==> config.mk <==
export PLATFORM = sky130hd
export DESIGN_NAME = wmbus_block_crc_deframer_flat
export DESIGN_NICKNAME = d
export VERILOG_FILES = /design/src/rtl/core/wmbd_pkg.sv /design/src/rtl/core/wmbd_channels_if.sv /design/src/rtl/core/wmbd_byte_role.sv /design/src/rtl/core/wmbus_block_crc_deframer.sv /design/src/flat_wrapper.sv
export SDC_FILE = /design/constraint.sdc
export NUM_CORES = 1
export LEC_CHECK = 0
export BUFFER_PORTS_ARGS = -buffer_cell sky130_fd_sc_hd__buf_2
export CAP_MARGIN = 20
export CORE_AREA = 2 2 114 199
export CTS_CLUSTER_DIAMETER = 200
export DETAILED_ROUTE_END_ITERATION = 12
export DIE_AREA = 0 0 116 201
export GPL_TIMING_DRIVEN = 0
export HOLD_SLACK_MARGIN = 0.02
export PLACE_DENSITY = 0.66
export SLEW_MARGIN = 25
export SYNTH_ARGS = -nofsm -noshare
export SYNTH_HDL_FRONTEND = slang
export SYNTH_SLANG_ARGS = --single-unit
==> constraint.sdc <==
create_clock -name clock -period 12.3 [get_ports clock]
set_input_delay 1.845 -clock clock [delete_from_list [all_inputs] [get_ports clock]]
set_output_delay 1.845 -clock clock [all_outputs]
set_load 0.05 [all_outputs]
==> src/rtl/core/wmbd_pkg.sv <==
// Shared types, constants and the bytewise CRC-16 step for the wM-Bus deframer.
// No dependencies; the classifier, top level, checker and testbench import this package.
`default_nettype none

package wmbd_pkg;

   // Frame geometry
   localparam int unsigned BLK1A_TOTAL = 12;   // format A block 1: 10 data + 2 check
   localparam int unsigned BLK1A_DATA  = 10;
   localparam int unsigned BLKA_STRIDE = 18;   // format A data block: 16 data + 2 check
   localparam int unsigned BLKA_DATA   = 16;
   localparam int unsigned LA_HEADER   = 9;
   localparam int unsigned LB_MIN      = 12;
   localparam int unsigned BLK12B_MAX  = 126;
   localparam int unsigned BLK3B_START = 128;
   localparam int unsigned LB_BLK3     = 130;
   localparam int unsigned POS_MAX     = 511;

   localparam logic [15:0] CRC_POLY_RESET = 16'h3D65;
   localparam logic [15:0] CRC_XOR_RESET  = 16'hFFFF;

   // Configuration register indexes
   localparam logic CSR_CRC_POLY      = 1'b0;
   localparam logic CSR_CRC_FINAL_XOR = 1'b1;

   // Frame status codes
   localparam logic [1:0] STATUS_OK        = 2'd0;
   localparam logic [1:0] STATUS_CRC_ERROR = 2'd1;
   localparam logic [1:0] STATUS_TOO_SHORT = 2'd2;

   typedef enum logic [1:0] {
      ROLE_SKIP,
      ROLE_DATA,
      ROLE_CHK_HI,
      ROLE_CHK_LO
   } role_type;

   // What the classifier tells the datapath about the current byte
   typedef struct packed {
      role_type role;
      logic     later_block;   // byte belongs to a block whose CRC errors set err_later
      logic     block_start;   // first data byte of a block: restart the CRC
   } role_info_type;

   // One byte of CRC-16, MSB first
   function automatic logic [15:0] crc_feed(input logic [15:0] crc,
                                            input logic [7:0]  data,
                                            input logic [15:0] poly);
      logic [15:0] c;
      c = crc ^ {data, 8'h00};
      for (int i = 0; i < 8; i++) begin
         if (c[15]) begin
            c = {c[14:0], 1'b0} ^ poly;
         end else begin
            c = {c[14:0], 1'b0};
         end
      end
      return c;
   endfunction

endpackage

`default_nettype wire

==> src/rtl/core/wmbd_channels_if.sv <==
// Valid/ready channel interfaces for the deframer: byte requests in, results out.
// Depends on nothing; widths follow the fixed byte and status fields.
`default_nettype none

interface wmbd_req_if;
   logic       valid;
   logic       ready;
   logic [7:0] in_byte;
   logic       first_of_frame;
   logic       last_of_frame;
   logic       format_b;

   modport source (output valid, in_byte, first_of_frame, last_of_frame, format_b,
                   input ready);
   modport sink   (input valid, in_byte, first_of_frame, last_of_frame, format_b,
                   output ready);
endinterface

interface wmbd_rsp_if;
   logic       valid;
   logic       ready;
   logic [7:0] out_byte;
   logic       out_byte_valid;
   logic       frame_done;
   logic [1:0] frame_status;

   modport source (output valid, out_byte, out_byte_valid, frame_done, frame_status,
                   input ready);
   modport sink   (input valid, out_byte, out_byte_valid, frame_done, frame_status,
                   output ready);
endinterface

`default_nettype wire

==> src/rtl/core/wmbd_byte_role.sv <==
// Byte classifier: decides whether a frame byte is data, a check byte or dropped.
// Depends on wmbd_pkg for the frame geometry and the role types.
`default_nettype none

module wmbd_byte_role (
   input  logic [8:0]              pos,        // index of this byte in the frame
   input  logic [7:0]              len,        // length field L
   input  logic                    fmt_b,
   input  logic [4:0]              a_off,      // format A: offset inside the 18-byte stride
   input  logic [4:0]              a_blk,      // format A: data block number from 0
   output wmbd_pkg::role_info_type info
);
   import wmbd_pkg::*;

   logic [7:0] a_d;
   logic [4:0] a_nb;
   logic [8:0] a_rem;
   logic [4:0] a_size;
   logic [3:0] a_idx;
   logic [6:0] b_bs;
   logic [9:0] pos_p1;

   always_comb begin
      a_d    = len - 8'(LA_HEADER);
      a_nb   = 5'(({1'b0, a_d} + 9'd15) >> 4);
      a_rem  = {1'b0, a_d} - {1'b0, a_blk[3:0], 4'd0};
      a_size = (a_rem > 9'(BLKA_DATA)) ? 5'(BLKA_DATA) : a_rem[4:0];
      a_idx  = a_blk[3:0] + 4'd1;   // wraps to zero for the sixteenth data block
      b_bs   = (len > 8'(BLK12B_MAX + 1)) ? 7'(BLK12B_MAX) : 7'(len - 8'd1);
      pos_p1 = {1'b0, pos} + 10'd1;

      info = '{role: ROLE_SKIP, later_block: 1'b0, block_start: 1'b0};

      if (!fmt_b) begin
         if (pos < 9'(BLK1A_TOTAL)) begin
            info.block_start = (pos == 9'd0);
            if (pos < 9'(BLK1A_DATA)) begin
               info.role = ROLE_DATA;
            end else if (pos == 9'(BLK1A_DATA)) begin
               info.role = ROLE_CHK_HI;
            end else begin
               info.role = ROLE_CHK_LO;
            end
         end else if (len >= 8'(LA_HEADER) && a_blk < a_nb) begin
            info.later_block = (a_idx != 4'd0);
            info.block_start = (a_off == 5'd0);
            if (a_off < a_size) begin
               info.role = ROLE_DATA;
            end else if (a_off == a_size) begin
               info.role = ROLE_CHK_HI;
            end else if ({1'b0, a_off} == {1'b0, a_size} + 6'd1) begin
               info.role = ROLE_CHK_LO;
            end
         end
      end else begin
         if (len < 8'(LB_MIN)) begin
            info.block_start = 1'b1;
            if (pos == 9'd0) begin
               info.role = ROLE_DATA;
            end
         end else if (pos <= {2'b00, b_bs} + 9'd1) begin
            info.block_start = (pos == 9'd0);
            if (pos < {2'b00, b_bs}) begin
               info.role = ROLE_DATA;
            end else if (pos == {2'b00, b_bs}) begin
               info.role = ROLE_CHK_HI;
            end else begin
               info.role = ROLE_CHK_LO;
            end
         end else if (len > 8'(LB_BLK3) && pos >= 9'(BLK3B_START)
                      && pos <= {1'b0, len}) begin
            info.later_block = 1'b1;
            info.block_start = (pos == 9'(BLK3B_START));
            if (pos_p1 < {2'b00, len}) begin
               info.role = ROLE_DATA;
            end else if (pos_p1 == {2'b00, len}) begin
               info.role = ROLE_CHK_HI;
            end else begin
               info.role = ROLE_CHK_LO;
            end
         end
      end
   end

endmodule

`default_nettype wire

==> src/rtl/core/wmbus_block_crc_deframer.sv <==
// Wireless M-Bus format A/B deframer top level: CRC check, check-byte removal, status.
// Depends on wmbd_pkg, wmbd_channels_if and wmbd_byte_role.
//
//   channel  direction  payload                                              flow
//   req_if   in         in_byte, first_of_frame, last_of_frame, format_b     valid/ready
//   rsp_if   out        out_byte, out_byte_valid, frame_done, frame_status   valid/ready
//   csr_*    in         csr_index, csr_wdata (write only)                    csr_we
//
// Each byte is classified, fed through one bytewise CRC-16 step and checked in the
// cycle it is taken; the result is then registered in the output register.
// Throughput is one byte per cycle while the output does not stall, set by the
// single-byte CRC step and the counter update between the frame state and the output register.
// The input is ready whenever the output register is empty or being drained,
// so a stalled consumer only holds the stream once a result is waiting.
// Synchronous reset closes any open frame, empties the output register and
// restores the CRC polynomial and final XOR to their defaults.
`default_nettype none

module wmbus_block_crc_deframer (
   input  logic              clock,
   input  logic              reset,
   wmbd_req_if.sink          req_if,
   wmbd_rsp_if.source        rsp_if,
   input  logic              csr_we,
   input  logic              csr_index,
   input  logic [15:0]       csr_wdata
);
   import wmbd_pkg::*;

   // Configuration registers
   logic [15:0] crc_poly_ff;
   logic [15:0] crc_xor_ff;

   // Frame state
   logic        frame_open_ff, frame_open_in;
   logic [8:0]  pos_ff, pos_in;
   logic [7:0]  len_ff, len_in;
   logic        fmt_ff, fmt_in;
   logic [4:0]  a_off_ff, a_off_in;
   logic [4:0]  a_blk_ff, a_blk_in;
   logic [15:0] crc_ff, crc_in;
   logic [7:0]  crc_hi_ff, crc_hi_in;
   logic        err_first_ff, err_first_in;
   logic        err_later_ff, err_later_in;

   // Output register
   logic        rsp_valid_ff, rsp_valid_in;
   logic [7:0]  rsp_byte_ff, rsp_byte_in;
   logic        rsp_bvalid_ff, rsp_bvalid_in;
   logic        rsp_done_ff, rsp_done_in;
   logic [1:0]  rsp_status_ff, rsp_status_in;

   // Values seen by this byte: a first byte restarts the frame in place
   logic        first;
   logic        open_eff;
   logic [8:0]  pos_eff;
   logic [7:0]  len_eff;
   logic        fmt_eff;
   logic [4:0]  a_off_eff;
   logic [4:0]  a_blk_eff;
   logic [15:0] crc_eff;
   logic [7:0]  crc_hi_eff;
   logic        err_first_eff;
   logic        err_later_eff;

   logic          req_xfer;
   logic          has_result;
   role_info_type info;
   logic [7:0]    a_d;
   logic [4:0]    a_nb;
   logic [9:0]    count;
   logic [9:0]    a_need;
   logic [1:0]    status;

   assign req_if.ready = !rsp_valid_ff || rsp_if.ready;
   assign req_xfer     = req_if.valid && req_if.ready;

   assign first         = req_if.first_of_frame;
   assign open_eff      = first || frame_open_ff;
   assign pos_eff       = first ? 9'd0 : pos_ff;
   assign len_eff       = first ? req_if.in_byte : len_ff;
   assign fmt_eff       = first ? req_if.format_b : fmt_ff;
   assign a_off_eff     = first ? 5'd0 : a_off_ff;
   assign a_blk_eff     = first ? 5'd0 : a_blk_ff;
   assign crc_eff       = first ? 16'd0 : crc_ff;
   assign crc_hi_eff    = first ? 8'd0 : crc_hi_ff;
   assign err_first_eff = first ? 1'b0 : err_first_ff;
   assign err_later_eff = first ? 1'b0 : err_later_ff;

   wmbd_byte_role u_role (
      .pos   (pos_eff),
      .len   (len_eff),
      .fmt_b (fmt_eff),
      .a_off (a_off_eff),
      .a_blk (a_blk_eff),
      .info  (info)
   );

   // Per-byte datapath: CRC, check compare, counters and the result
   always_comb begin
      frame_open_in = frame_open_ff;
      pos_in        = pos_ff;
      len_in        = len_ff;
      fmt_in        = fmt_ff;
      a_off_in      = a_off_ff;
      a_blk_in      = a_blk_ff;
      crc_in        = crc_ff;
      crc_hi_in     = crc_hi_ff;
      err_first_in  = err_first_ff;
      err_later_in  = err_later_ff;
      rsp_byte_in   = 8'd0;
      rsp_bvalid_in = 1'b0;
      rsp_done_in   = 1'b0;
      rsp_status_in = STATUS_OK;
      has_result    = 1'b0;

      a_d    = len_eff - 8'(LA_HEADER);
      a_nb   = 5'(({1'b0, a_d} + 9'd15) >> 4);
      count  = {1'b0, pos_eff} + 10'd1;
      a_need = 10'(BLK1A_TOTAL) + {2'b00, a_d} + {4'd0, a_nb, 1'b0};
      status = STATUS_OK;

      if (open_eff) begin
         len_in       = len_eff;
         fmt_in       = fmt_eff;
         crc_in       = crc_eff;
         crc_hi_in    = crc_hi_eff;
         err_first_in = err_first_eff;
         err_later_in = err_later_eff;

         case (info.role)
            ROLE_DATA: begin
               crc_in        = crc_feed(info.block_start ? 16'd0 : crc_eff,
                                        req_if.in_byte, crc_poly_ff);
               rsp_bvalid_in = 1'b1;
               rsp_byte_in   = req_if.in_byte;
               if (fmt_eff && pos_eff == 9'd0) begin
                  // rewrite L to drop the check bytes of blocks 1+2 (and 3)
                  rsp_byte_in = req_if.in_byte
                                - ((len_eff > 8'(LB_BLK3)) ? 8'd4 : 8'd2);
               end
            end
            ROLE_CHK_HI: begin
               crc_hi_in = req_if.in_byte;
            end
            ROLE_CHK_LO: begin
               if ((crc_eff ^ crc_xor_ff) != {crc_hi_eff, req_if.in_byte}) begin
                  if (info.later_block) begin
                     err_later_in = 1'b1;
                  end else begin
                     err_first_in = 1'b1;
                  end
               end
            end
            default: begin
            end
         endcase

         if (!fmt_eff) begin
            if (err_first_in) begin
               status = STATUS_CRC_ERROR;
            end else if (len_eff < 8'(LA_HEADER) || count < a_need) begin
               status = STATUS_TOO_SHORT;
            end else if (err_later_in) begin
               status = STATUS_CRC_ERROR;
            end
         end else begin
            if (len_eff < 8'(LB_MIN) || count < {2'b00, len_eff} + 10'd1) begin
               status = STATUS_TOO_SHORT;
            end else if (err_first_in || err_later_in) begin
               status = STATUS_CRC_ERROR;
            end
         end

         if (req_if.last_of_frame) begin
            rsp_done_in   = 1'b1;
            rsp_status_in = status;
         end
         frame_open_in = !req_if.last_of_frame;
         has_result    = rsp_bvalid_in || req_if.last_of_frame;

         // advance position; hold everything once it saturates
         pos_in   = pos_eff;
         a_off_in = a_off_eff;
         a_blk_in = a_blk_eff;
         if (pos_eff < 9'(POS_MAX)) begin
            pos_in = pos_eff + 9'd1;
            if (pos_eff >= 9'(BLK1A_TOTAL)) begin
               if (a_off_eff == 5'(BLKA_STRIDE - 1)) begin
                  a_off_in = 5'd0;
                  a_blk_in = a_blk_eff + 5'd1;
               end else begin
                  a_off_in = a_off_eff + 5'd1;
               end
            end
         end
      end

      // Output register: load a new result, or drop the old one once taken
      rsp_valid_in = rsp_valid_ff && !rsp_if.ready;
      if (req_xfer && has_result) begin
         rsp_valid_in = 1'b1;
      end
   end

   always_ff @(posedge clock) begin
      if (reset) begin
         crc_poly_ff <= CRC_POLY_RESET;
         crc_xor_ff  <= CRC_XOR_RESET;
      end else if (csr_we) begin
         case (csr_index)
            CSR_CRC_POLY:      crc_poly_ff <= csr_wdata;
            CSR_CRC_FINAL_XOR: crc_xor_ff  <= csr_wdata;
            default: begin
            end
         endcase
      end
   end

   always_ff @(posedge clock) begin
      if (reset) begin
         frame_open_ff <= 1'b0;
         pos_ff        <= 9'd0;
         len_ff        <= 8'd0;
         fmt_ff        <= 1'b0;
         a_off_ff      <= 5'd0;
         a_blk_ff      <= 5'd0;
         crc_ff        <= 16'd0;
         crc_hi_ff     <= 8'd0;
         err_first_ff  <= 1'b0;
         err_later_ff  <= 1'b0;
         rsp_valid_ff  <= 1'b0;
      end else begin
         if (req_xfer) begin
            frame_open_ff <= frame_open_in;
            pos_ff        <= pos_in;
            len_ff        <= len_in;
            fmt_ff        <= fmt_in;
            a_off_ff      <= a_off_in;
            a_blk_ff      <= a_blk_in;
            crc_ff        <= crc_in;
            crc_hi_ff     <= crc_hi_in;
            err_first_ff  <= err_first_in;
            err_later_ff  <= err_later_in;
         end
         rsp_valid_ff <= rsp_valid_in;
      end
   end

   // Result payload: hold while a stalled result waits
   always_ff @(posedge clock) begin
      if (req_xfer && has_result) begin
         rsp_byte_ff   <= rsp_byte_in;
         rsp_bvalid_ff <= rsp_bvalid_in;
         rsp_done_ff   <= rsp_done_in;
         rsp_status_ff <= rsp_status_in;
      end
   end

   assign rsp_if.valid          = rsp_valid_ff;
   assign rsp_if.out_byte       = rsp_byte_ff;
   assign rsp_if.out_byte_valid = rsp_bvalid_ff;
   assign rsp_if.frame_done     = rsp_done_ff;
   assign rsp_if.frame_status   = rsp_status_ff;

endmodule

`default_nettype wire

==> src/flat_wrapper.sv <==
// flat-port wrapper written by rule: the top's interface ports become plain ports
module wmbus_block_crc_deframer_flat import wmbd_pkg::*;
  (clock, reset, csr_we, csr_index, csr_wdata, req_if_valid, req_if_in_byte, req_if_first_of_frame, req_if_last_of_frame, req_if_format_b, req_if_ready, rsp_if_valid, rsp_if_out_byte, rsp_if_out_byte_valid, rsp_if_frame_done, rsp_if_frame_status, rsp_if_ready);
  wmbd_req_if req_if_i ();
  wmbd_rsp_if rsp_if_i ();
  input  logic clock;
  input  logic reset;
  input  logic csr_we;
  input  logic csr_index;
  input  logic [15:0] csr_wdata;
  input wire logic [$bits(req_if_i.valid)-1:0] req_if_valid;
  input wire logic [$bits(req_if_i.in_byte)-1:0] req_if_in_byte;
  input wire logic [$bits(req_if_i.first_of_frame)-1:0] req_if_first_of_frame;
  input wire logic [$bits(req_if_i.last_of_frame)-1:0] req_if_last_of_frame;
  input wire logic [$bits(req_if_i.format_b)-1:0] req_if_format_b;
  output wire logic [$bits(req_if_i.ready)-1:0] req_if_ready;
  output wire logic [$bits(rsp_if_i.valid)-1:0] rsp_if_valid;
  output wire logic [$bits(rsp_if_i.out_byte)-1:0] rsp_if_out_byte;
  output wire logic [$bits(rsp_if_i.out_byte_valid)-1:0] rsp_if_out_byte_valid;
  output wire logic [$bits(rsp_if_i.frame_done)-1:0] rsp_if_frame_done;
  output wire logic [$bits(rsp_if_i.frame_status)-1:0] rsp_if_frame_status;
  input wire logic [$bits(rsp_if_i.ready)-1:0] rsp_if_ready;
  assign req_if_i.valid = req_if_valid;
  assign req_if_i.in_byte = req_if_in_byte;
  assign req_if_i.first_of_frame = req_if_first_of_frame;
  assign req_if_i.last_of_frame = req_if_last_of_frame;
  assign req_if_i.format_b = req_if_format_b;
  assign req_if_ready = req_if_i.ready;
  assign rsp_if_valid = rsp_if_i.valid;
  assign rsp_if_out_byte = rsp_if_i.out_byte;
  assign rsp_if_out_byte_valid = rsp_if_i.out_byte_valid;
  assign rsp_if_frame_done = rsp_if_i.frame_done;
  assign rsp_if_frame_status = rsp_if_i.frame_status;
  assign rsp_if_i.ready = rsp_if_ready;
  wmbus_block_crc_deframer u_core (.clock(clock), .reset(reset), .req_if(req_if_i), .rsp_if(rsp_if_i), .csr_we(csr_we), .csr_index(csr_index), .csr_wdata(csr_wdata));
endmodule
==> flow_metrics.py, run 1 <==
metrics = {
    "setup_path": {
        "cp.required_ps": 12580,
        "worstSetupPathType": "in2reg",
        "timing.critical_path.from_type": "input pin",
        "cpPeakStageDelay_ps": 630,
        "cpMaxStageDelayCell": "o311ai_1",
        "end_kind": "register",
        "arrival_ps": 11840,
        "rrSetupSlack_ps": 2890,
        "timing.rr.end": "u_core.crc_ff[0]$_SDFFE_PP0P_",
        "rr_worst_depth": 32,
        "cp_max_fo": 10,
        "rr_startpoint": "u_core.len_ff[1]$_SDFFE_PP0P_",
    },
    "final_layout": {
        "diodes": 0,
        "final_cell_mix": "204 x nand2_1, 136 x nor2_1, 116 x xnor2_1",
        "area_delta_synth_final_pct": 8.286,
        "final_common_cell": "nand2_1",
        "final_area_sq_um": 11560,
        "nFillCells": 2213,
        "final_util_pct": 53.02,
        "fin_nets": 1591,
        "drive_gt1_share_pct": 8.271,
    },
    "sta": {
        "fmax_ghz": 0.08649,
        "setup_viol": 0,
        "tns_ps": 0,
        "finalHoldViolations": 0,
        "timing.final.crit_share_pct": 94.00,
        "skew_ps": 10.92,
        "relSlewSlack_pct": 29.38,
        "rsz0062_at_grt": "false",
        "final_max_slew_viol_count": 0,
        "period_minus_slack_ps": 11560,
        "whs_ps": 486.9,
        "tightest_slew_ps": 1030,
    },
    "drt": {
        "ant_nets": 0,
        "wl_per_cell_microns": 20.19,
        "drtIter0Drc": 648,
        "vias_per_cell": 6.029,
        "vias": 10680,
        "firstDrtPassIters": 5,
        "drc_errors": 0,
        "finalWirelength_mm": 35.75,
    },
    "synthesis": {
        "synth_area_sq_um": 10680,
        "synth-edff-count": 12,
        "synth-xor-area-share_pct": 13.98,
        "ys_types": 98,
        "synth_top_family_by_area": "simple AND/OR/NAND/NOR gates",
        "syn-mean-instance-area_sq_um": 7.539,
        "ys.flop_type": "dfxtp_1",
        "synthAdderAreaFrac_pct": 10.53,
        "muxShareOfSynthArea_pct": 2.368,
        "ys_warn_count": 0,
        "async_flop_share_pct": 0,
        "syn_inst": 1416,
        "synth_fp_nets": 1537,
        "yosysSeqAreaShare_pct": 19.88,
        "ys_ff_latch": 100,
        "yosys.area_share.simple_pct": 26.35,
        "synth_compound_area_share_pct": 21.45,
    },
    "cts": {
        "cts_made_buffers": 9,
        "clkTransAtPathRegs_ps": 80,
        "tritoncts": "built",
        "cts.htree.levels": 3,
        "postCtsSetupRepairBufs": 0,
        "cts_root_buf": "clkbuf_16",
        "cts.sinks": 100,
        "clock_latency_ps": 360,
        "clockBufferDepth": 2,
    },
    "placement": {
        "port_buffers": 43,
        "place_area_sq_um": 11260,
        "gp_congestion": 0.9509,
        "dp_hpwl_mm": 28.96,
    },
    "floorplan": {
        "ios": 47,
        "die_y_microns": 201,
        "rows": 72,
        "die_x_microns": 116,
        "die-area_sq_um": 23320,
        "core_sq_um": 21800,
        "start_util_pct": 48.97,
    },
    "global_routing": {
        "grt_max_degree": 18,
        "overflow": 0,
        "antenna_found_initial": 0,
        "grt_pass1_wl_mm": 55.23,
        "grt_pass1_vias": 10470,
        "grtUsageTotal_pct": 30.67,
    },
    "worst_hold_path": {
        "holdCritStartpoint": "u_core.a_off_ff[1]$_SDFFE_PP0P_",
        "min_path_cells": 2,
        "hold_class": "reg2reg",
        "hold_path_end": "u_core.a_off_ff[1]$_SDFFE_PP0P_",
    },
    "outcome": {
        "status": "complete, no violations",
    },
    "power_and_ir_drop": {
        "power.leakage_nw": 4.672,
        "finalPower_mw": 1.516,
        "p_per_area_nw_per_um2": 131.1,
        "vdd_ir_drop_max_mv": 0.08892,
    },
    "job": {
        "cap_viol_max_count": 0,
    },
}
==> metal layers <==
| metal | GRT usage (%) | wire (microns) |
|---|---|---|
| met2 | 56.66 | 18660 |
| met5 | 0 | 0 |
| met4 | 28.15 | 3753 |
| met3 | 2.748 | 1083 |
| met1 | 28.37 | 12250 |
==> flip-flops by register name, indices dropped and copies added, names as in the netlist, 2 cells and up <==
name and flops:
u_core.a_blk_ff 5, u_core.rsp_if.out_byte 8, u_core.crc_hi_ff 8, u_core.crc_ff 16, u_core.len_ff 8, u_core.pos_ff 9
u_core.crc_poly_ff 16, u_core.a_off_ff 5, u_core.crc_xor_ff 16, u_core.rsp_if.frame_status 2
==> layout make-up <==
type	instances	area [sq um]	area share [%]
Multi-Input combinational cell	1177	7989	69.11
Sequential cell	100	2122	18.36
Timing Repair Buffer	43	215.2	1.862
Clock inverter	6	45.04	0.3897
Tap cell	296	370.4	3.204
Clock buffer	10	239.0	2.067
Inverter	53	198.9	1.721
Buffer	86	380.4	3.290
==> power breakdown <==
group	internal (mW)	switching [mW]
Combinational	0.341	0.504
Clock	0.144	0.134
Sequential	0.358	0.0354
==> metrics by stage <==
stage | setup slack, ps | std cells
4_1_cts | 536.3 | 1771
5_1_grt | 182.2 | 1771
6_report | 738.4 | 1771
3_5_place_dp | 190.5 | 1755
2_1_floorplan | 2766 | 1416
3_3_place_gp | 298.4 | 1755
==> logic make-up (layout without fill, tap and decap cells) <==
group                    Yosys count  after routing
AND/OR/NAND/NOR                  584            584
buffers and inverters            139            198
adder cells (fa/ha/maj)           88             88
XOR/XNOR                         167            167
other                              1              1
flip-flops                       100            100
AO/OA/AOI/OAI                    314            314
multiplexers                      23             23
==> repair_timing <==
item,in CTS,in global routing
hold buffers,0,0
resized for setup,0,5
endpoints found under the setup margin,0,15
==> critical path: cells and delay by family <==
| family | cells | cell delay [ps] |
|---|---|---|
| buffers and inverters | 10 | 2100 |
| muxes | 2 | 910 |
| AOI/OAI and AO/OA | 12 | 3860 |
| adders and majority gates | 3 | 970 |
| xor gates and xnor gates | 2 | 440 |
| and+or+nand+nor | 7 | 1690 |
==> cells in the mapped netlist, types with 6 or more instances <==
cell | number | area share [%]
nand2_1 | 204 | 7.2
nor2_1 | 137 | 4.8
xnor2_1 | 116 | 9.5
dfxtp_1 | 88 | 17
ha_1 | 85 | 10
a21oi_1 | 69 | 3.2
clkbuf_1 | 64 | 2.3
o21ai_0 | 59 | 2.8
inv_1 | 51 | 1.8
xor2_1 | 49 | 4.0
nand3_1 | 37 | 1.7
nor2b_1 | 37 | 2.2
and3_1 | 33 | 1.9
a211o_1 | 22 | 1.8
a211oi_1 | 21 | 1.5
nand4_1 | 20 | 1.2
nand2b_1 | 19 | 1.1
nor3_1 | 18 | 0.84
mux2i_1 | 17 | 1.6
a22oi_1 | 16 | 1.1
a31oi_1 | 15 | 0.88
and2_1 | 12 | 0.70
edfxtp_1 | 12 | 3.4
nor4_1 | 11 | 0.64
or3_1 | 11 | 0.64
buf_2 | 9 | 0.42
nand3b_1 | 9 | 0.63
a32oi_1 | 8 | 0.66
o21a_1 | 8 | 0.56
a21o_1 | 7 | 0.49
nor3b_1 | 7 | 0.49
o31ai_2 | 7 | 0.82
buf_1 | 6 | 0.21
o211ai_1 | 6 | 0.42
o21ai_1 | 6 | 0.28
o31ai_1 | 6 | 0.42
o32ai_1 | 6 | 0.49
==> worst max-delay path by stage <==
| stage | endpoint | slack [ps] | depth (start not counted) | start |
|---|---|---|---|---|
| 2_1_floorplan | u_core.crc_ff[10]$_SDFFE_PP0P_ | 2770 | 35 | req_if_first_of_frame |
| 3_3_place_gp | u_core.crc_ff[0]$_SDFFE_PP0P_ | 300 | 36 | req_if_first_of_frame |
| 3_5_place_dp | u_core.crc_ff[0]$_SDFFE_PP0P_ | 190 | 36 | req_if_first_of_frame |
| 4_1_cts | u_core.crc_ff[0]$_SDFFE_PP0P_ | 540 | 36 | req_if_first_of_frame |
| 5_1_grt | u_core.crc_ff[0]$_SDFFE_PP0P_ | 180 | 36 | req_if_first_of_frame |
| 6_report | u_core.crc_ff[0]$_SDFFE_PP0P_ | 740 | 36 | req_if_first_of_frame |
Power figures use the tool's default switching activity.
==> inputs of run 2 (changes only) <==
Settings changed: MAX_ROUTING_LAYER set to met4.
==> flow_metrics.py, run 2 (synthesized netlist as in run 1, its figures left out) <==
metrics = {
    "sta": {
        "final_max_slew_viol_count": 0,
        "timing.final.crit_share_pct": 94.69,
        "tns_ps": 0,
        "setup_viol": 0,
        "relSlewSlack_pct": 24.39,
        "tightest_slew_ps": 1103,
        "period_minus_slack_ps": 11650,
        "rsz0062_at_grt": "false",
        "finalHoldViolations": 0,
        "skew_ps": 5.985,
        "fmax_ghz": 0.08586,
    },
    "cts": {
        "cts_resized": 0,
        "clockBufferDepth": 2,
        "postCtsSetupRepairBufs": 0,
        "ctsHoldBuffers": 0,
        "tritoncts": "built",
        "clkTransAtPathRegs_ps": 70,
        "cts.htree.levels": 3,
        "cts_made_buffers": 9,
        "clock_latency_ps": 360,
        "cts_root_buf": "clkbuf_16",
        "cts.sinks": 100,
    },
    "drt": {
        "ant_nets": 0,
        "vias_per_cell": 5.993,
        "drc_errors": 0,
        "finalWirelength_mm": 35.87,
        "vias": 10610,
        "drtIter0Drc": 722,
        "firstDrtPassIters": 8,
        "wl_per_cell_microns": 20.25,
    },
    "final_layout": {
        "area_delta_synth_final_pct": 8.474,
        "final_util_pct": 53.12,
        "drive_gt1_share_pct": 8.000,
        "diodes": 0,
        "fin_nets": 1591,
        "final_common_cell": "nand2_1",
        "final_cell_mix": "204 x nand2_1, 136 x nor2_1, 116 x xnor2_1",
        "final_area_sq_um": 11580,
        "reg_top3": "u_core.crc_ff: 16 flops, u_core.crc_poly_ff: 16 flops, u_core.crc_xor_ff: 16 flops",
        "nFillCells": 2217,
    },
    "global_routing": {
        "grt_pass1_vias": 10420,
        "overflow": 0,
        "grt_max_degree": 17,
        "grt_pass1_wl_mm": 55.56,
        "antenna_found_initial": 0,
        "grtUsageTotal_pct": 31.67,
    },
    "setup_path": {
        "timing.critical_path.from_type": "input pin",
        "cp_top_family": "compound AO/OA/AOI/OAI gates",
        "cp.required_ps": 12570,
        "cpPeakStageDelay_ps": 830,
        "cp_max_fo": 10,
        "worstSetupPathType": "in2reg",
        "arrival_ps": 11920,
        "path_buf_inv": 10,
        "end_kind": "register",
        "cpMaxStageDelayCell": "mux2i_1",
    },
    "power_and_ir_drop": {
        "seqPwrFrac_pct": 25.6,
        "p_int_uw": 869.3,
        "finalPower_mw": 1.536,
        "combPwrFrac_pct": 54.8,
        "power.leakage_nw": 4.691,
        "p_per_area_nw_per_um2": 132.6,
        "switching_share_pct": 43.41,
        "clockPowerShare_pct": 19.6,
        "p_sw_uw": 666.7,
        "vdd_ir_drop_max_mv": 0.1125,
    },
    "placement": {
        "place_area_sq_um": 11260,
        "dp_hpwl_mm": 28.99,
        "port_buffers": 43,
        "gp_congestion": 0.9668,
    },
    "worst_hold_path": {
        "hold_class": "reg2reg",
    },
    "outcome": {
        "status": "complete, no violations",
    },
    "floorplan": {
        "die_x_microns": 116,
        "start_util_pct": 48.97,
        "core_sq_um": 21800,
        "die-area_sq_um": 23320,
        "ios": 47,
        "die_y_microns": 201,
        "rows": 72,
    },
    "job": {
        "cap_viol_max_count": 0,
    },
}
[run 2: final timing paths]
path / depth (start not counted) / slack, ps / to / startpoint
hold / removal: 1 / 490 / u_core.a_off_ff[3]$_SDFFE_PP0P_ / u_core.a_off_ff[3]$_SDFFE_PP0P_
setup reg to reg: 32 / 3080 / u_core.crc_ff[0]$_SDFFE_PP0P_ / u_core.len_ff[1]$_SDFFE_PP0P_
hold reg to reg: 1 / 490 / u_core.a_off_ff[3]$_SDFFE_PP0P_ / u_core.a_off_ff[3]$_SDFFE_PP0P_
setup / recovery: 36 / 650 / u_core.crc_ff[0]$_SDFFE_PP0P_ / req_if_first_of_frame
[run 2: layer usage]
metal	part of all wire, %	up-vias	track usage [%]
met5	0	-	-
met4	9.6	0	24.15
met3	3.6	183	3.019
met2	53	349	57.92
met1	34	4967	29.21
li1	-	5115	-
[run 2: final cells by class]
type                    count  area (sq um)  area share (%)
well taps                 296         370.4           3.198
clock buffers              11         254.0           2.193
plain buffers              86         379.1           3.274
clock inverters             5         57.56          0.4970
inverters                  53         198.9           1.718
flip-flops and latches    100          2122           18.33
repair buffers             43         215.2           1.858
multi-input cells        1177          7983           68.94
[run 2: through the flow]
stage | std cells | hold slack (ps) | setup WS, ps
finish | 1771 | 486.6 | 652.6
global route | 1771 | 520.1 | 67.03
CTS | 1771 | 484.7 | 681.7
detailed placement | 1755 | 477.6 | 324.0
global placement | 1755 | 460.7 | 293.2
floorplan | 1416 | 438.9 | 2766
[run 2: power groups by stage]
stage	logic (mW)	clock network, mW	registers, mW
floorplan	0.636	0	0.394
global placement	0.817	0	0.398
detailed placement	0.831	0	0.399
CTS	0.834	0.304	0.391
global route	0.917	0.316	0.395
finish	0.841	0.302	0.393
